### config.mk
export PLATFORM = sky130hd
export DESIGN_NAME = rpm_current_limit_scheduler_unit
export DESIGN_NICKNAME = d
export VERILOG_FILES = /design/src/rtl/rpmcl_pkg.sv /design/src/rtl/rpm_current_limit_scheduler_unit.sv /design/src/rtl/rpmcl_limit_lut.sv
export SDC_FILE = /design/constraint.sdc
export NUM_CORES = 1
export LEC_CHECK = 0
export BUFFER_PORTS_ARGS = -buffer_cell sky130_fd_sc_hd__buf_2
export CORE_MARGIN = 2
export CORE_UTILIZATION = 25
export CTS_CLUSTER_SIZE = 14
export DETAILED_ROUTE_END_ITERATION = 8
export PLACE_DENSITY = 0.51
export SETUP_SLACK_MARGIN = 0.15
export SLEW_MARGIN = 20
export SYNTH_ARGS = -nofsm -noshare
export SYNTH_HDL_FRONTEND = slang
export SYNTH_SLANG_ARGS = --single-unit
### constraint.sdc
create_clock -name clk -period 5.5 [get_ports clk]
set_input_delay 0.55 -clock clk [delete_from_list [all_inputs] [get_ports clk]]
set_output_delay 0.55 -clock clk [all_outputs]
set_load 0.005 [all_outputs]
### src/rtl/rpmcl_pkg.sv
// Shared types and constants for the rpm current limit scheduler.
`timescale 1ns / 1ps

package rpmcl_pkg;

  // Table geometry
  localparam int TABLE_DEPTH  = 120;
  localparam int ROM_SIZE     = 120;
  localparam int IDX_W        = $clog2(TABLE_DEPTH);
  localparam int LIMIT_W      = 12;

  // rpm to index scaling: idx = rpm / 40 = (rpm >> 3) / 5
  localparam int RPM_PER_STEP = 40;
  localparam int SAT_RPM      = (TABLE_DEPTH - 1) * RPM_PER_STEP;
  localparam int RECIP_5      = 205;  // ceil(1024 / 5), exact for values below 1024
  localparam int RECIP_SHIFT  = 10;

  // Timeout register
  localparam int             TIMEOUT_W     = 8;
  localparam logic [7:0]     TIMEOUT_RESET = 8'd10;

  // Item kinds
  localparam logic ACT_TICK = 1'b0;
  localparam logic ACT_MSG  = 1'b1;

  typedef enum logic [1:0] {
    MODE_OFF = 2'd0,
    MODE_STD = 2'd1,
    MODE_ALT = 2'd2
  } mode_t;

  typedef logic [IDX_W-1:0]   idx_t;
  typedef logic [LIMIT_W-1:0] limit_t;

  // Lookup request from the control path to the table
  typedef struct packed {
    idx_t idx;
    logic alt;
  } lut_req_t;

endpackage

### src/rtl/rpm_current_limit_scheduler_unit.sv
// Top level of the rpm current limit scheduler: input stage, control, result stage.
`timescale 1ns / 1ps

// Channel  Direction  Handshake            Word contents
// in_      input      in_valid/in_ready    action, rpm, cmd_byte0, cmd_byte2, cmd_byte3
// out_     output     out_valid/out_ready  current_limit, motor_enable, mode
// cfg_     input      cfg_valid/cfg_ready  cfg_data = message_timeout
//
// Flow: one word per cycle while out_ready is high; a word passes through the
//   input register, then the mode/limit/counter registers, to the outputs.
// Reset: synchronous active-low; mode off, limit 0, counter 0, timeout 10.
// Stalls: when out_ready is low the result holds; the input register still takes
//   one more word, then in_ready drops until the result is taken.
// cfg_ready is always high; the timeout register is written on the handshake.

module rpm_current_limit_scheduler_unit (
  input  logic        clk,
  input  logic        rst_n,

  input  logic        in_valid,
  output logic        in_ready,
  input  logic        in_action,
  input  logic signed [15:0] in_rpm,
  input  logic [7:0]  in_cmd_byte0,
  input  logic [7:0]  in_cmd_byte2,
  input  logic [7:0]  in_cmd_byte3,

  output logic        out_valid,
  input  logic        out_ready,
  output logic [11:0] out_current_limit,
  output logic        out_motor_enable,
  output logic [1:0]  out_mode,

  input  logic        cfg_valid,
  output logic        cfg_ready,
  input  logic [7:0]  cfg_data
);

  // ---------------------------------------------------------------------------
  // Input register
  // ---------------------------------------------------------------------------
  logic               s1_valid_r, s1_valid_nxt;
  logic               s1_action_r;
  logic signed [15:0] s1_rpm_r;
  logic               s1_any02_r;   // byte2 or byte3 nonzero
  logic               s1_b0_r;      // byte0 nonzero
  logic               s1_adv;       // input register hands its word to the result stage
  logic               in_acc;

  // Result stage: state registers double as the result word
  logic                    out_valid_r, out_valid_nxt;
  rpmcl_pkg::mode_t        mode_r, mode_nxt;
  logic [7:0]              silence_r, silence_nxt;
  rpmcl_pkg::limit_t       limit_r, limit_nxt;
  logic                    enable_r, enable_nxt;
  logic [rpmcl_pkg::TIMEOUT_W-1:0] timeout_r;

  rpmcl_pkg::lut_req_t lut_req;
  rpmcl_pkg::limit_t   lut_limit;

  logic [14:0] rpm_mag;
  logic [9:0]  rpm_div8;
  logic [17:0] recip_prod;

  assign s1_adv   = s1_valid_r && (!out_valid_r || out_ready);
  assign in_ready = !s1_valid_r || s1_adv;
  assign in_acc   = in_valid && in_ready;

  always_comb begin
    s1_valid_nxt = s1_valid_r;
    if (in_acc) begin
      s1_valid_nxt = 1'b1;
    end else if (s1_adv) begin
      s1_valid_nxt = 1'b0;
    end
  end

  always_ff @(posedge clk) begin
    if (!rst_n) begin
      s1_valid_r <= 1'b0;
    end else begin
      s1_valid_r <= s1_valid_nxt;
    end
  end

  // Payload: reduce the command bytes to flags on the way in
  always_ff @(posedge clk) begin
    if (in_acc) begin
      s1_action_r <= in_action;
      s1_rpm_r    <= in_rpm;
      s1_b0_r     <= (in_cmd_byte0 != 8'd0);
      s1_any02_r  <= (in_cmd_byte2 != 8'd0) || (in_cmd_byte3 != 8'd0);
    end
  end

  // ---------------------------------------------------------------------------
  // Speed to table index: negative gives 0, saturate at the last step,
  // otherwise (rpm >> 3) / 5 by reciprocal multiply.
  // ---------------------------------------------------------------------------
  assign rpm_mag    = s1_rpm_r[14:0];
  assign rpm_div8   = rpm_mag[12:3];
  assign recip_prod = 18'(rpm_div8) * 18'(rpmcl_pkg::RECIP_5);

  always_comb begin
    if (s1_rpm_r[15]) begin
      lut_req.idx = '0;
    end else if (rpm_mag >= 15'(rpmcl_pkg::SAT_RPM)) begin
      lut_req.idx = rpmcl_pkg::IDX_W'(rpmcl_pkg::TABLE_DEPTH - 1);
    end else begin
      lut_req.idx = recip_prod[rpmcl_pkg::RECIP_SHIFT +: rpmcl_pkg::IDX_W];
    end
    lut_req.alt = (mode_r == rpmcl_pkg::MODE_ALT);
  end

  rpmcl_limit_lut u_lut (
    .req   (lut_req),
    .limit (lut_limit)
  );

  // ---------------------------------------------------------------------------
  // Mode, counter and limit update
  // ---------------------------------------------------------------------------
  always_comb begin
    mode_nxt      = mode_r;
    silence_nxt   = silence_r;
    limit_nxt     = limit_r;
    out_valid_nxt = out_valid_r;
    if (out_valid_r && out_ready) begin
      out_valid_nxt = 1'b0;
    end
    if (s1_adv) begin
      out_valid_nxt = 1'b1;
      if (s1_action_r == rpmcl_pkg::ACT_MSG) begin
        // Message: clear the silence count, pick the mode from the bytes
        silence_nxt = '0;
        if (s1_b0_r) begin
          mode_nxt = rpmcl_pkg::MODE_ALT;
        end else if (s1_any02_r) begin
          mode_nxt = rpmcl_pkg::MODE_STD;
        end else begin
          mode_nxt = rpmcl_pkg::MODE_OFF;
        end
      end else begin
        // Tick: latch the table value, then drop to off on timeout or else count the tick
        limit_nxt = lut_limit;
        if (silence_r > timeout_r) begin
          mode_nxt = rpmcl_pkg::MODE_OFF;
        end else begin
          silence_nxt = silence_r + 8'd1;
        end
      end
    end
    enable_nxt = (mode_nxt != rpmcl_pkg::MODE_OFF);
  end

  always_ff @(posedge clk) begin
    if (!rst_n) begin
      out_valid_r <= 1'b0;
      mode_r      <= rpmcl_pkg::MODE_OFF;
      silence_r   <= '0;
      limit_r     <= '0;
      enable_r    <= 1'b0;
    end else begin
      out_valid_r <= out_valid_nxt;
      mode_r      <= mode_nxt;
      silence_r   <= silence_nxt;
      limit_r     <= limit_nxt;
      enable_r    <= enable_nxt;
    end
  end

  // ---------------------------------------------------------------------------
  // Timeout register
  // ---------------------------------------------------------------------------
  assign cfg_ready = 1'b1;

  always_ff @(posedge clk) begin
    if (!rst_n) begin
      timeout_r <= rpmcl_pkg::TIMEOUT_RESET;
    end else if (cfg_valid && cfg_ready) begin
      timeout_r <= cfg_data;
    end
  end

  assign out_valid         = out_valid_r;
  assign out_current_limit = limit_r;
  assign out_motor_enable  = enable_r;
  assign out_mode          = mode_r;

  // ---------------------------------------------------------------------------
  // Assertions
  // ---------------------------------------------------------------------------
  a_enable_tracks_mode: assert property (@(posedge clk) disable iff (!rst_n)
    out_valid_r |-> (enable_r == (mode_r != rpmcl_pkg::MODE_OFF)))
    else $error("motor enable disagrees with mode");

  a_msg_clears_count: assert property (@(posedge clk) disable iff (!rst_n)
    (s1_adv && s1_action_r == rpmcl_pkg::ACT_MSG) |=> (silence_r == 8'd0))
    else $error("message did not clear silence count");

  a_tick_counts: assert property (@(posedge clk) disable iff (!rst_n)
    (s1_adv && s1_action_r == rpmcl_pkg::ACT_TICK && silence_r <= timeout_r)
    |=> (silence_r == $past(silence_r) + 8'd1))
    else $error("silent tick did not advance the counter");

  a_timeout_off: assert property (@(posedge clk) disable iff (!rst_n)
    (s1_adv && s1_action_r == rpmcl_pkg::ACT_TICK && silence_r > timeout_r)
    |=> (mode_r == rpmcl_pkg::MODE_OFF && silence_r == $past(silence_r)))
    else $error("timeout did not force mode off");

  a_state_holds_idle: assert property (@(posedge clk) disable iff (!rst_n)
    !s1_adv |=> ($stable(mode_r) && $stable(limit_r) && $stable(silence_r)))
    else $error("state changed without a word");

endmodule

### src/rtl/rpmcl_limit_lut.sv
// Current limit tables: standard and alternate, indexed by speed step.
`timescale 1ns / 1ps

module rpmcl_limit_lut (
  input  rpmcl_pkg::lut_req_t req,
  output rpmcl_pkg::limit_t   limit
);

  localparam logic [11:0] STD_ROM [rpmcl_pkg::ROM_SIZE] = '{
    12'd2045, 12'd2105, 12'd2164, 12'd2224, 12'd2283, 12'd2343, 12'd2402, 12'd2462,
    12'd2522, 12'd2581, 12'd2590, 12'd2586, 12'd2582, 12'd2579, 12'd2575, 12'd2571,
    12'd2567, 12'd2564, 12'd2560, 12'd2556, 12'd2553, 12'd2549, 12'd2545, 12'd2541,
    12'd2538, 12'd2518, 12'd2497, 12'd2477, 12'd2457, 12'd2437, 12'd2417, 12'd2397,
    12'd2377, 12'd2357, 12'd2337, 12'd2317, 12'd2296, 12'd2276, 12'd2256, 12'd2236,
    12'd2216, 12'd2196, 12'd2176, 12'd2156, 12'd2136, 12'd2116, 12'd2095, 12'd2075,
    12'd2055, 12'd2035, 12'd2009, 12'd2008, 12'd2007, 12'd2007, 12'd2006, 12'd2006,
    12'd2005, 12'd2005, 12'd2004, 12'd2004, 12'd2003, 12'd2003, 12'd2002, 12'd2002,
    12'd2001, 12'd2001, 12'd2000, 12'd2000, 12'd1999, 12'd1999, 12'd1998, 12'd1998,
    12'd1997, 12'd1997, 12'd1996, 12'd1995, 12'd1995, 12'd1994, 12'd1994, 12'd1993,
    12'd1993, 12'd1992, 12'd1992, 12'd1991, 12'd1991, 12'd1990, 12'd1990, 12'd1989,
    12'd1989, 12'd1988, 12'd1988, 12'd1987, 12'd1987, 12'd1986, 12'd1986, 12'd1985,
    12'd1985, 12'd1984, 12'd1983, 12'd1983, 12'd1982, 12'd1982, 12'd1981, 12'd1981,
    12'd1980, 12'd1980, 12'd1979, 12'd1979, 12'd1978, 12'd1978, 12'd1977, 12'd1977,
    12'd1976, 12'd1976, 12'd1975, 12'd1975, 12'd1974, 12'd1974, 12'd1973, 12'd1973
  };

  localparam logic [11:0] ALT_ROM [rpmcl_pkg::ROM_SIZE] = '{
    12'd1975, 12'd2026, 12'd2078, 12'd2129, 12'd2180, 12'd2232, 12'd2283, 12'd2334,
    12'd2386, 12'd2437, 12'd2466, 12'd2462, 12'd2458, 12'd2455, 12'd2451, 12'd2447,
    12'd2443, 12'd2440, 12'd2436, 12'd2432, 12'd2428, 12'd2425, 12'd2421, 12'd2417,
    12'd2396, 12'd2379, 12'd2362, 12'd2345, 12'd2328, 12'd2311, 12'd2293, 12'd2276,
    12'd2259, 12'd2242, 12'd2225, 12'd2208, 12'd2191, 12'd2174, 12'd2156, 12'd2139,
    12'd2122, 12'd2105, 12'd2088, 12'd2071, 12'd2054, 12'd2037, 12'd2019, 12'd2002,
    12'd1985, 12'd1968, 12'd1970, 12'd1970, 12'd1970, 12'd1969, 12'd1969, 12'd1969,
    12'd1968, 12'd1968, 12'd1968, 12'd1968, 12'd1967, 12'd1967, 12'd1967, 12'd1966,
    12'd1966, 12'd1966, 12'd1966, 12'd1965, 12'd1965, 12'd1965, 12'd1964, 12'd1964,
    12'd1964, 12'd1963, 12'd1963, 12'd1963, 12'd1963, 12'd1962, 12'd1962, 12'd1962,
    12'd1961, 12'd1961, 12'd1961, 12'd1960, 12'd1960, 12'd1960, 12'd1960, 12'd1959,
    12'd1959, 12'd1959, 12'd1958, 12'd1958, 12'd1958, 12'd1957, 12'd1957, 12'd1957,
    12'd1957, 12'd1956, 12'd1956, 12'd1956, 12'd1955, 12'd1955, 12'd1955, 12'd1954,
    12'd1954, 12'd1954, 12'd1954, 12'd1953, 12'd1953, 12'd1953, 12'd1952, 12'd1952,
    12'd1952, 12'd1952, 12'd1951, 12'd1951, 12'd1951, 12'd1950, 12'd1950, 12'd1950
  };

  // Indices past the stored table read as zero
  always_comb begin
    if (32'(req.idx) >= 32'(rpmcl_pkg::ROM_SIZE)) begin
      limit = '0;
    end else if (req.alt) begin
      limit = ALT_ROM[req.idx];
    end else begin
      limit = STD_ROM[req.idx];
    end
  end

endmodule

==> results of run 1 <==
area by class of cell:
class / count / area (um2)
multi-input combinational: 648 / 5440
clock buffer: 5 / 125
clock inverter: 3 / 33.8
timing repair buffer: 225 / 1740
tap: 330 / 413
fill: 2643 / 16000
sequential: 52 / 1230
inverter: 66 / 260
stage by stage:
stage,hold slack (ps),std cells
after floorplan,457,819
after global placement,452,1292
after detailed placement,456,1292
after CTS,406,1304
after global routing,407,1329
final,414,1329
metal layers:
metal	global-route usage	routed length, um	vias to the layer above
met3	0.0249	2310	85
met1	0.254	11200	3467
met2	0.298	11500	422
met4	0.0696	1090	0
li1	-	-	3417
met5	0	0	-
layout by cell type, fill, tap and decap left out, types with 10 or more instances in the layout:
master / n
sky130_fd_sc_hd__ha_1: 61
sky130_fd_sc_hd__buf_2: 70
sky130_fd_sc_hd__o211ai_1: 24
sky130_fd_sc_hd__a21o_1: 10
sky130_fd_sc_hd__buf_6: 17
sky130_fd_sc_hd__dfxtp_1: 33
sky130_fd_sc_hd__a31oi_1: 13
sky130_fd_sc_hd__fa_1: 16
sky130_fd_sc_hd__a21oi_1: 49
sky130_fd_sc_hd__nand3_1: 28
sky130_fd_sc_hd__nor2b_1: 13
sky130_fd_sc_hd__buf_4: 126
sky130_fd_sc_hd__inv_1: 54
sky130_fd_sc_hd__ha_4: 14
sky130_fd_sc_hd__nor3_1: 16
sky130_fd_sc_hd__and3_1: 10
sky130_fd_sc_hd__nor4_1: 10
sky130_fd_sc_hd__a21oi_2: 10
sky130_fd_sc_hd__o21ai_0: 30
sky130_fd_sc_hd__edfxtp_1: 19
sky130_fd_sc_hd__nor2_1: 47
sky130_fd_sc_hd__nand2_1: 65
sky130_fd_sc_hd__mux2i_1: 12
logic make-up after synthesis:
family	after synthesis	synth area share
adders and majority gates	96	0.205
buffers and inverters	120	0.0754
and+or+nand+nor	248	0.188
other	1	0.000581
muxes	16	0.0258
xor gates and xnor gates	13	0.0176
DFF	52	0.191
AOI/OAI and AO/OA	273	0.298
cells in the mapped netlist, types with 6 or more instances:
master,n
sky130_fd_sc_hd__a211oi_1,8
sky130_fd_sc_hd__a21o_1,12
sky130_fd_sc_hd__a21oi_1,60
sky130_fd_sc_hd__a311oi_1,7
sky130_fd_sc_hd__a31oi_1,16
sky130_fd_sc_hd__a32oi_1,6
sky130_fd_sc_hd__and2_1,7
sky130_fd_sc_hd__and3_1,11
sky130_fd_sc_hd__buf_1,7
sky130_fd_sc_hd__buf_2,17
sky130_fd_sc_hd__clkbuf_1,27
sky130_fd_sc_hd__dfxtp_1,33
sky130_fd_sc_hd__edfxtp_1,19
sky130_fd_sc_hd__fa_1,16
sky130_fd_sc_hd__ha_1,80
sky130_fd_sc_hd__inv_1,64
sky130_fd_sc_hd__mux2i_1,13
sky130_fd_sc_hd__nand2_1,69
sky130_fd_sc_hd__nand3_1,31
sky130_fd_sc_hd__nand4_1,7
sky130_fd_sc_hd__nor2_1,51
sky130_fd_sc_hd__nor2b_1,13
sky130_fd_sc_hd__nor3_1,19
sky130_fd_sc_hd__nor4_1,15
sky130_fd_sc_hd__o211ai_1,24
sky130_fd_sc_hd__o21a_1,9
sky130_fd_sc_hd__o21ai_0,36
sky130_fd_sc_hd__o22ai_1,10
sky130_fd_sc_hd__o31ai_1,9
sky130_fd_sc_hd__xnor2_1,7
sky130_fd_sc_hd__xor2_1,6
flip-flops by register name, summed over array words and instances (netlist names), 2 cells and up:
register	count
silence_r	8
out_mode	2
out_current_limit	12
timeout_r	8
s1_rpm_r	16
power by group through the flow:
stage               registers, W  clock network, W  logic (W)
finish                  0.000437          0.000343    0.00307
floorplan               0.000441                 0    0.00148
CTS                     0.000436          0.000353    0.00260
global placement        0.000445                 0    0.00250
global route            0.000440          0.000366    0.00327
detailed placement      0.000444                 0    0.00246
critical path, cell delays in order, from the launching register on:
cell	delay [ps]
sky130_fd_sc_hd__edfxtp_1	370
sky130_fd_sc_hd__inv_2	80
sky130_fd_sc_hd__ha_4	280
sky130_fd_sc_hd__inv_1	50
sky130_fd_sc_hd__fa_1	520
sky130_fd_sc_hd__inv_1	50
sky130_fd_sc_hd__fa_1	490
sky130_fd_sc_hd__inv_1	50
sky130_fd_sc_hd__fa_1	520
sky130_fd_sc_hd__inv_1	60
sky130_fd_sc_hd__ha_4	260
sky130_fd_sc_hd__a221o_1	420
sky130_fd_sc_hd__or3_4	390
sky130_fd_sc_hd__a2bb2oi_2	170
sky130_fd_sc_hd__mux2_4	340
sky130_fd_sc_hd__nor2_4	170
sky130_fd_sc_hd__buf_12	140
sky130_fd_sc_hd__buf_12	110
sky130_fd_sc_hd__nor4_1	50
sky130_fd_sc_hd__buf_4	150
sky130_fd_sc_hd__nor4_4	360
sky130_fd_sc_hd__o41ai_2	100
what timing repair did:
item | CTS | global route
endpoints found under the setup margin | 12 | 12
resized for setup | 32 | 119
buffers inserted | 3 | 23
endpoints found under the hold margin | 0 | 0
pin swaps | 8 | 43
gates cloned | 1 | 2
path summary, 6_finish.rpt:
check	startpoint	to	slack [ps]	cells past startpoint
max reg2reg	s1_rpm_r[10]$_DFFE_PP_	out_current_limit[6]$_SDFFE_PN0P_	240	21
min reg2reg	out_current_limit[10]$_SDFFE_PN0P_	out_current_limit[10]$_SDFFE_PN0P_	470	2
min	in_action	s1_action_r$_DFFE_PP_	410	1
max	s1_rpm_r[10]$_DFFE_PP_	out_current_limit[6]$_SDFFE_PN0P_	240	21
==> results.txt, run 1 <==
----------------------------------------------------
[Outcome]
  Status ... complete, no violations

[Pwr]
  Total power after layout ... 0.00385 W
  Clock Power Share ... 0.089
  Internal Dissipation ... between 0.0015 and 0.002 W
  Switching share of power ... 0.499
  P_leak ... 3.98 nW
  Maximum resistive drop on vdd ... ~0.00019 V
  Switch Pwr ... around 0.0019 W
  Comb power frac ... 0.797
  Sequential fraction of design power ... 0.114
  Ratio of total power to cell area ... 416 nW/um2

[Drt]
  Routed Antenna Nets ... 0
  1st-iter DRT viols ... between 700 and 800
  Mean number of vias per cell ... approximately 5.6
  Routed wire length ... 26.0 mm
  Number of vias in the routed layout ... 7,391
  Routed wire length per instance ... ~20 um
  Router iterations before antenna repair ... 5
  Remaining design rule violation count ... 0

[Synthesis]
  Proportion of netlist area held by the largest area contributor ... 0.155
  Mapped Nets ... about 970
  Synthesized netlist cell count ... approximately 820
  Synthesized area per cell ... slightly below 8 um2
  Primary flip-flop cell chosen by synthesis mapping ... sky130_fd_sc_hd__dfxtp_1
  Number of distinct library cells after synthesis ... roughly 80
  Cell area after synthesis ... roughly 6500 um2
  Number of flip-flops and latches in the synthesized netlist ... 52
  Yosys warning total ... 0
  Cell type with the highest aggregate area in the netlist ... sky130_fd_sc_hd__ha_1
  Async set or reset register ratio after synthesis ... 0
  Register area share after synthesis ... 0.191
  Number of enable flip-flop cells after synthesis ... 19
  Ranking of synthesized cells by area ... sky130_fd_sc_hd__ha_1 15%, sky130_fd_sc_hd__dfxtp_1 10%, sky130_fd_sc_hd__edfxtp_1 8.8%

[Setup path]
  Req. time, crit path ... ~5700 ps
  Startpoint kind of the worst setup timing path ... flop
  CP Max Fanout ... 6
  CP endpoint kind ... flop
  Arrival time worst endpoint ... 5450 ps
  Path type of the worst setup path ... reg2reg

[Clock network]
  Clock input transition at the sequential cells of the worst setup and hold paths ... about 80 ps
  Hold buffer count at CTS ... 0
  Clock latency on the worst-skew pair ... just over 300 ps
  Root buffer cell ... sky130_fd_sc_hd__clkbuf_16
  H-Tree Depth ... 2
  CTS Buf Count ... 5
  Sink count of the clock tree ... 52
  Buffer levels on the longest clock path ... 2
  CTS tree ... done

[Finish]
  Post-layout net count ... about 1,100
  Antenna cells ... 0
  Post-route core utilization ... 0.366
  Fraction of final layout cells sized beyond drive strength 1 ... 0.355
  Non-Filler Cell Area, Final ... 9250 um2
  Synthesis-to-finish area growth ... 43.1%

[Place]
  Buffers added on ports ... 70
  Place WS ... -108 ps
  Total half-perimeter wirelength after legalization and detailed placement ... between 15 and 20 mm
  Final weighted congestion in routability-driven placement ... 1.03
  Placement Cell Area ... around 8100 um2

[STA]
  Min cycle time layout ... around 5300 ps
  Number of max-slew violations in the final report ... 0
  Relative slew slack ... 0.386
  Final Worst Setup Slack ... 240 ps
  Ratio of final minimum period to clock period ... 0.956
  Final Hold Viols ... 0
  Worst-Margin Slew ... 921 ps
  F_max ... around 0.19 GHz
  Layout Skew ... roughly 17 ps
  Unrepaired setup endpoints after global routing ... yes
  Setup violation total in the final timing report ... 0
  Final-layout setup total negative slack ... 0 ps

[Floorplanning]
  Vertical die dimension ... roughly 160 um
  IO Count ... between 70 and 80
  Cell Rows ... 58
  Core Box Area ... between 20,000 and 30,000 um2
  Effective utilization at floorplan ... 0.256
  DIE AREA ... about 27,000 um2
  Die X ... roughly 160 um

[Global routing]
  Via count of the first global-routing pass ... between 7,000 and 8,000
  Largest net degree at the start of global routing ... 29
  GRT Residual Overflow ... 0
  Total global-route track usage ... 0.186
  Wire length of the first global-routing pass ... between 30 and 40 mm
  Initial antenna violation count ... 0

[Min path]
  Hold WC Path Type ... in2reg

[Run]
  Max Cap Viol ... 0

----------------------------------------------------
No activity file was read; power rests on OpenSTA's default activity.
==> inputs of run 2 (changes only) <==
--- a/config.mk
+++ b/config.mk
@@ -6,7 +6,6 @@
 export NUM_CORES = 1
 export LEC_CHECK = 0
 export BUFFER_PORTS_ARGS = -buffer_cell sky130_fd_sc_hd__buf_2
-export CORE_MARGIN = 2
 export CORE_UTILIZATION = 25
 export CTS_CLUSTER_SIZE = 14
 export DETAILED_ROUTE_END_ITERATION = 8
==> run 2 against run 1 <==
Net effect:
- register-to-register slack got worse by 30 ps
- final cell count barely moved
- maximum frequency fell by 0.54%
- clock skew fell by 2.3 ps
- critical path type unchanged
==> results.txt, run 2 (synthesis gave the netlist of run 1 again) <==
----------------------------------------------------
[Outcome]
  Status ... complete, no violations (unchanged)

[Global routing]
  Largest net degree at the start of global routing ... 40 (was 29)
  Total global-route track usage ... 0.188 (was 0.186)
  Via count of the first global-routing pass ... 7,154 (was 7,102)
  Wire length of the first global-routing pass ... 38.8 mm (was 39.6 mm)
  Most Crowded Layer GR ... met2 (unchanged)
  Met3 GRT Util ... 0.0262 (was 0.0249)
  Initial antenna violation count ... 0 (unchanged)
  GRT Residual Overflow ... 0 (unchanged)
  Met1 GRT Util ... 0.245 (was 0.254)
  Met2 Resource Use GR ... 0.304 (was 0.298)

[Pwr]
  Switch Pwr ... 0.00184 W (was 0.00192 W)
  Switching share of power ... 0.492 (was 0.499)
  Maximum resistive drop on vdd ... 0.000190 V (was 0.000191 V)
  Internal Dissipation ... 0.00190 W (was 0.00193 W)
  Ratio of total power to cell area ... 410 nW/um2 (was 416 nW/um2)
  Clock Power Share ... 0.092 (was 0.089)
  Sequential fraction of design power ... 0.117 (was 0.114)
  Comb power frac ... 0.791 (was 0.797)
  P_leak ... 3.95 nW (was 3.98 nW)

[STA]
  Hold Worst Slack ... 413 ps (was 414 ps)
  Final Hold Viols ... 0 (unchanged)
  Unrepaired setup endpoints after global routing ... yes (unchanged)
  Worst-Margin Slew ... 934 ps (was 921 ps)
  Min cycle time layout ... 5290 ps (was 5260 ps)
  Ratio of final minimum period to clock period ... 0.962 (was 0.956)
  Relative slew slack ... 0.377 (was 0.386)
  Layout Skew ... 14.9 ps (was 17.2 ps)
  F_max ... 0.189 GHz (was 0.190 GHz)
  Setup violation total in the final timing report ... 0 (unchanged)
  Number of max-slew violations in the final report ... 0 (unchanged)

[Finish]
  Synthesis-to-finish area growth ... 41.2% (was 43.1%)
  Most common library cell in the layout ignoring fill and taps ... sky130_fd_sc_hd__buf_4 (unchanged)
  Antenna cells ... 0 (unchanged)
  Post-route core utilization ... 0.361 (was 0.366)
  Post-layout net count ... 1,149 (was 1,148)
  Commonest cells after routing, fill and taps aside ... 132 x sky130_fd_sc_hd__buf_4, 70 x sky130_fd_sc_hd__buf_2, 66 x sky130_fd_sc_hd__nand2_1 (was 126 x sky130_fd_sc_hd__buf_4, 70 x sky130_fd_sc_hd__buf_2, 65 x sky130_fd_sc_hd__nand2_1)
  FF+latch area ... 1230 um2 (unchanged)
  Area of combinational cells with multiple inputs ... 5300 um2 (was 5440 um2)
  Number of filler cells placed in the layout ... 2,635 (was 2,643)
  Fraction of final layout cells sized beyond drive strength 1 ... 0.344 (was 0.355)
  Largest register FFs ... 16 (unchanged)
  Reg with most FFs ... s1_rpm_r (unchanged)

[Drt]
  1st-iter DRT viols ... 592 (was 752)
  Routed Antenna Nets ... 0 (unchanged)
  Remaining design rule violation count ... 0 (unchanged)
  Mean number of vias per cell ... 5.51 (was 5.56)
  Router iterations before antenna repair ... 5 (unchanged)
  Number of vias in the routed layout ... 7,324 (was 7,391)
  Routed wire length ... 25.1 mm (was 26.0 mm)
  Routed wire length per instance ... 18.9 um (was 19.6 um)

[Clock network]
  Root buffer cell ... sky130_fd_sc_hd__clkbuf_16 (unchanged)
  Clock input transition at the sequential cells of the worst setup and hold paths ... 80 ps (about the same)
  CTS tree ... done (unchanged)
  Hold buffer count at CTS ... 0 (unchanged)
  Clock latency on the worst-skew pair ... 310 ps (about the same)
  CTS Buf Count ... 5 (unchanged)
  Sink count of the clock tree ... 52 (unchanged)
  Buffer levels on the longest clock path ... 2 (unchanged)
  H-Tree Depth ... 2 (unchanged)

[Setup path]
  Path type of the worst setup path ... reg2reg (unchanged)
  CP endpoint kind ... flop (unchanged)
  Req. time, crit path ... 5690 ps (about the same)
  Arrival time worst endpoint ... 5480 ps (was 5450 ps)
  Startpoint kind of the worst setup timing path ... flop (unchanged)
  Critical-path cell with the highest stage delay ... sky130_fd_sc_hd__fa_1 (unchanged)
  Largest incremental delay on the critical path ... 540 ps (was 520 ps)
  Ordered cell list for the critical path ... inv_2, ha_4, inv_2, fa_1, inv_2, fa_1, inv_2, fa_1, inv_2, ha_4, a221o_1, a211oi_2, o211ai_1, and4_4, or3_4, buf_6, a311o_1, a311o_1, o311ai_2, a22oi_1 (was inv_2, ha_4, inv_1, fa_1, inv_1, fa_1, inv_1, fa_1, inv_1, ha_4, a221o_1, or3_4, a2bb2oi_2, mux2_4, nor2_4, buf_12, buf_12, nor4_1, buf_4, nor4_4, o41ai_2)
  Most frequent CP cell ... sky130_fd_sc_hd__inv_2 (was sky130_fd_sc_hd__inv_1)
  CP Max Fanout ... 5 (was 6)

[Floorplanning]
  Cell Rows ... 58 (unchanged)
  Vertical die dimension ... 163 um (was 165 um)
  DIE AREA ... 26,500 um2 (was 27,100 um2)
  IO Count ... 72 (unchanged)
  Die X ... 163 um (was 165 um)
  Core Box Area ... 25,300 um2 (unchanged)
  Effective utilization at floorplan ... 0.256 (unchanged)

[Place]
  Final weighted congestion in routability-driven placement ... 0.986 (was 1.03)
  Buffers added on ports ... 70 (unchanged)
  Total half-perimeter wirelength after legalization and detailed placement ... 19.2 mm (was 19.4 mm)

[Min path]
  Hold WC Path Type ... in2reg (unchanged)

[Run]
  Max Cap Viol ... 0 (unchanged)

----------------------------------------------------
-- run 2: cell count changes in the layout (fill, tap and decap cells not counted), moves of 6 or more --
cell                      previous run  this run
sky130_fd_sc_hd__buf_6              17         9
sky130_fd_sc_hd__a21oi_1            49        57
sky130_fd_sc_hd__inv_2               7        17
sky130_fd_sc_hd__buf_4             126       132
sky130_fd_sc_hd__inv_1              54        46
sky130_fd_sc_hd__a21oi_2            10         2
-- run 2: cell type report --
cell class                 instances  area share
multi-input combinational        647       0.581
timing repair buffer             227       0.193
sequential                        52       0.135
tap                              330      0.0453
inverter                          66      0.0283
clock buffer                       5      0.0137
clock inverter                     3     0.00316
-- run 2: power groups by stage --
stage	Combinational (W)	Clock [W]	Sequential (W)
2_1_floorplan	0.00148	0	0.000441
3_3_place_gp	0.00250	0	0.000445
3_5_place_dp	0.00246	0	0.000445
4_1_cts	0.00255	0.000356	0.000435
5_1_grt	0.00317	0.000368	0.000438
6_report	0.00296	0.000344	0.000436
-- run 2: per-layer routing --
metal / wire (um) / up-vias
met1: 10900 / 3451
met2: 11200 / 373
met5: 0 / -
met3: 1930 / 86
met4: 1110 / 0
li1: - / 3414
-- run 2: critical path: cells and delay by family, from the launching register on --
| kind | cells | cell delay [ps] |
|---|---|---|
| buf+inv | 6 | 400 |
| flops | 1 | 370 |
| fa+ha+maj | 5 | 2040 |
| simple gates | 2 | 600 |
| compound gates | 7 | 1760 |
-- run 2: final timing paths --
check,from,endpoint,slack (ps),cells after the start
hold reg to reg,out_current_limit[9]$_SDFFE_PN0P_,out_current_limit[9]$_SDFFE_PN0P_,460,2
hold / removal,in_action,s1_action_r$_DFFE_PP_,410,1
setup / recovery,s1_rpm_r[10]$_DFFE_PP_,out_current_limit[0]$_SDFFE_PN0P_,210,20
setup reg to reg,s1_rpm_r[10]$_DFFE_PP_,out_current_limit[0]$_SDFFE_PN0P_,210,20
-- run 2: timing repair --
item                       4_1_cts  5_1_grt
pin swaps                        5       49
gates cloned                     0        3
setup endpoints to repair       12       12
gates resized for setup         18      109
buffers inserted                 1       25
-- run 2: per-stage QoR --
step                std cells  total power [W]  setup slack [ps]  instance area (um2)  setup TNS, ps
finish                   1330          0.00374               211                 9120              0
global route             1330          0.00398              25.4                 9120              0
floorplan                 819          0.00193               174                 6500              0
global placement         1293          0.00295              -154                 8080           -317
detailed placement       1293          0.00291              -137                 8080           -326
CTS                      1302          0.00334               130                 8340              0
==> inputs of run 3 (changes only) <==
--- a/config.mk
+++ b/config.mk
@@ -6,10 +6,10 @@
 export NUM_CORES = 1
 export LEC_CHECK = 0
 export BUFFER_PORTS_ARGS = -buffer_cell sky130_fd_sc_hd__buf_2
-export CORE_UTILIZATION = 25
+export CORE_UTILIZATION = 45
 export CTS_CLUSTER_SIZE = 14
 export DETAILED_ROUTE_END_ITERATION = 8
-export PLACE_DENSITY = 0.51
+export PLACE_DENSITY = 0.75
 export SETUP_SLACK_MARGIN = 0.15
 export SLEW_MARGIN = 20
 export SYNTH_ARGS = -nofsm -noshare
==> run 3 against run 2 <==
Net effect:
- worst hold slack improved by 18 ps
- worst setup slack got worse by 52 ps
- clock power decreased by 8.7%
- utilization increased by 26 points
- maximum frequency decreased by 0.96%
- non-clock buffer count decreased by 34
- count of clock-buffer cells in the layout increased by 2
- final cell count decreased by 14%
- total power decreased by 2.3%
- global-route usage increased by 14 points
- sequential share of layout area increased by 0.74 points
- cell area decreased by 5.2%
- critical path type unchanged
- largest cell class unchanged
- largest power group unchanged
==> results.txt, run 3 (synthesis gave the netlist of run 1 again) <==
----------------------------------------------------
[Outcome]
  Status ... complete, no violations (unchanged)

[Finish]
  Fraction of final layout cells sized beyond drive strength 1 ... 0.316 (was 0.344)
  Post-layout net count ... 1,115 (was 1,149)
  Non-Filler Cell Area, Final ... 8650 um2 (was 9120 um2)
  Largest register FFs ... 16 (unchanged)
  Synthesis-to-finish area growth ... 33.9% (was 41.2%)
  Commonest cells after routing, fill and taps aside ... 100 x sky130_fd_sc_hd__buf_4, 70 x sky130_fd_sc_hd__buf_2, 66 x sky130_fd_sc_hd__nand2_1 (was 132 x sky130_fd_sc_hd__buf_4, 70 x sky130_fd_sc_hd__buf_2, 66 x sky130_fd_sc_hd__nand2_1)
  Reg with most FFs ... s1_rpm_r (unchanged)
  Most common library cell in the layout ignoring fill and taps ... sky130_fd_sc_hd__buf_4 (unchanged)
  Antenna cells ... 0 (unchanged)
  Number of filler cells placed in the layout ... 1,140 (was 2,635)

[STA]
  Unrepaired setup endpoints after global routing ... yes (unchanged)
  Layout Skew ... 8.06 ps (was 14.9 ps)
  Number of max-slew violations in the final report ... 0 (unchanged)
  Min cycle time layout ... 5340 ps (was 5290 ps)
  Final Hold Viols ... 0 (unchanged)
  Hold Worst Slack ... 431 ps (was 413 ps)
  Final-layout setup total negative slack ... 0 ps (unchanged)
  Ratio of final minimum period to clock period ... 0.971 (was 0.962)
  Setup violation total in the final timing report ... 0 (unchanged)
  F_max ... 0.187 GHz (was 0.189 GHz)
  Relative slew slack ... 0.408 (was 0.377)
  Worst-Margin Slew ... 888 ps (was 934 ps)

[Setup path]
  CP Depth ... 25 (was 20)
  Delay-heaviest family, CP ... adder cells (unchanged)
  CP Max Fanout ... 7 (was 5)
  FF-to-FF End ... out_current_limit[0]$_SDFFE_PN0P_ (unchanged)
  Arrival time worst endpoint ... 5500 ps (was 5480 ps)
  Startpoint kind of the worst setup timing path ... flop (unchanged)
  WP buf/inv ... 8 (was 6)
  Largest incremental delay on the critical path ... 540 ps (about the same)
  Startpoint of the most critical register-to-register path ... s1_rpm_r[7]$_DFFE_PP_ (was s1_rpm_r[10]$_DFFE_PP_)
  Critical-path cell with the highest stage delay ... sky130_fd_sc_hd__fa_1 (unchanged)
  Req. time, crit path ... 5660 ps (was 5690 ps)
  CP endpoint kind ... flop (unchanged)
  Path type of the worst setup path ... reg2reg (unchanged)
  Number of cells on the worst reg-to-reg path ... 25 (was 20)
  Worst setup slack for register-to-register paths ... 160 ps (was 210 ps)

[Clock network]
  Hold buffer count at CTS ... 0 (unchanged)
  H-Tree Depth ... 2 (unchanged)
  Clock latency on the worst-skew pair ... 290 ps (was 310 ps)
  Clock input transition at the sequential cells of the worst setup and hold paths ... 70 ps (was 80 ps)
  Root buffer cell ... sky130_fd_sc_hd__clkbuf_16 (unchanged)
  Buffer levels on the longest clock path ... 2 (unchanged)
  CTS Buf Count ... 5 (unchanged)
  CTS tree ... done (unchanged)
  Sink count of the clock tree ... 52 (unchanged)

[Min path]
  Endpoint of the worst hold-timing path ... s1_action_r$_DFFE_PP_ (unchanged)
  Hold WC Path Type ... in2reg (unchanged)
  Hold path start ... in_action (unchanged)
  Number of cells on the worst hold path ... 1 (unchanged)

[Global routing]
  Wire length of the first global-routing pass ... 37.2 mm (was 38.8 mm)
  Met1 GRT Util ... 0.431 (was 0.245)
  Met3 GRT Util ... 0.0805 (was 0.0262)
  Via count of the first global-routing pass ... 6,974 (was 7,154)
  Most Crowded Layer GR ... met2 (unchanged)
  Met2 Resource Use GR ... 0.505 (was 0.304)
  Initial antenna violation count ... 0 (unchanged)
  Largest net degree at the start of global routing ... 32 (was 40)
  Total global-route track usage ... 0.328 (was 0.188)
  GRT Residual Overflow ... 0 (unchanged)

[Pwr]
  Switch Pwr ... 0.00185 W (was 0.00184 W)
  P_leak ... 3.76 nW (was 3.95 nW)
  Sequential fraction of design power ... 0.120 (was 0.117)
  Ratio of total power to cell area ... 422 nW/um2 (was 410 nW/um2)
  Comb power frac ... 0.794 (was 0.791)
  Clock Power Share ... 0.086 (was 0.092)
  Maximum resistive drop on vdd ... 0.000236 V (was 0.000190 V)
  Switching share of power ... 0.507 (was 0.492)
  Internal Dissipation ... 0.00180 W (was 0.00190 W)

[Drt]
  1st-iter DRT viols ... 1,089 (was 592)
  Remaining design rule violation count ... 0 (unchanged)
  Number of vias in the routed layout ... 7,485 (was 7,324)
  Routed Antenna Nets ... 0 (unchanged)
  Router iterations before antenna repair ... 7 (was 5)
  Routed wire length per instance ... 21.9 um (was 18.9 um)
  Routed wire length ... 25.1 mm (about the same)
  Mean number of vias per cell ... 6.53 (was 5.51)

[Floorplanning]
  Effective utilization at floorplan ... 0.464 (was 0.256)
  IO Count ... 72 (unchanged)
  DIE AREA ... 14,800 um2 (was 26,500 um2)
  Core Box Area ... 13,900 um2 (was 25,300 um2)
  Die X ... 122 um (was 163 um)
  Vertical die dimension ... 122 um (was 163 um)
  Cell Rows ... 43 (was 58)

[Place]
  Total half-perimeter wirelength after legalization and detailed placement ... 18.2 mm (was 19.2 mm)
  Placement Cell Area ... 7720 um2 (was 8080 um2)
  Buffers added on ports ... 70 (unchanged)
  Final weighted congestion in routability-driven placement ... 1.02 (was 0.986)

[Run]
  Max Cap Viol ... 0 (unchanged)

----------------------------------------------------
-- run 3: power by group through the flow --
stage / Sequential (W) / Combinational [W] / Clock, W
after floorplan: 0.000441 / 0.00148 / 0
after global placement: 0.000443 / 0.00237 / 0
after detailed placement: 0.000443 / 0.00234 / 0
after CTS: 0.000435 / 0.00244 / 0.000320
after global routing: 0.000439 / 0.00305 / 0.000334
final: 0.000437 / 0.00290 / 0.000314
-- run 3: stage by stage --
stage                     worst slack [ps]  std cells  total power, W  utilization
after floorplan                        174        819         0.00193            -
after global placement                -177       1118         0.00282        0.554
after detailed placement              -111       1118         0.00278        0.554
after CTS                              127       1129         0.00320        0.576
after global routing                 -18.3       1146         0.00383        0.620
final                                  160       1146         0.00365        0.620
-- run 3: routing by layer --
metal | part of all wire | vias to the layer above
met2 | 0.44 | 563
met3 | 0.11 | 126
met1 | 0.40 | 3447
met5 | 0 | -
met4 | 0.049 | 0
li1 | - | 3349
-- run 3: layout make-up --
cell class / instances / area [um2] / area share
Multi-Input combinational cell: 647 / 5330 / 0.616
Timing Repair Buffer: 193 / 1450 / 0.168
Sequential cell: 52 / 1230 / 0.142
Inverter: 66 / 259 / 0.0300
Tap cell: 180 / 225 / 0.0260
Clock buffer: 7 / 143 / 0.0165
Clock inverter: 1 / 8.76 / 0.00101
-- run 3: worst max path at each step --
stage               slack (ps)                                 to                   start
global route               -20  out_current_limit[2]$_SDFFE_PN0P_   s1_rpm_r[7]$_DFFE_PP_
CTS                        130  out_current_limit[6]$_SDFFE_PN0P_   s1_rpm_r[5]$_DFFE_PP_
global placement          -180  out_current_limit[4]$_SDFFE_PN0P_  s1_rpm_r[10]$_DFFE_PP_
detailed placement        -110  out_current_limit[6]$_SDFFE_PN0P_   s1_rpm_r[9]$_DFFE_PP_
floorplan                  170  out_current_limit[6]$_SDFFE_PN0P_  s1_rpm_r[10]$_DFFE_PP_
finish                     160  out_current_limit[0]$_SDFFE_PN0P_   s1_rpm_r[7]$_DFFE_PP_
-- run 3: timing repair --
item,4_1_cts,5_1_grt
pin swaps,6,52
setup buffers,3,16
endpoints found under the setup margin,10,12
gates cloned,0,1
gates resized for setup,32,90
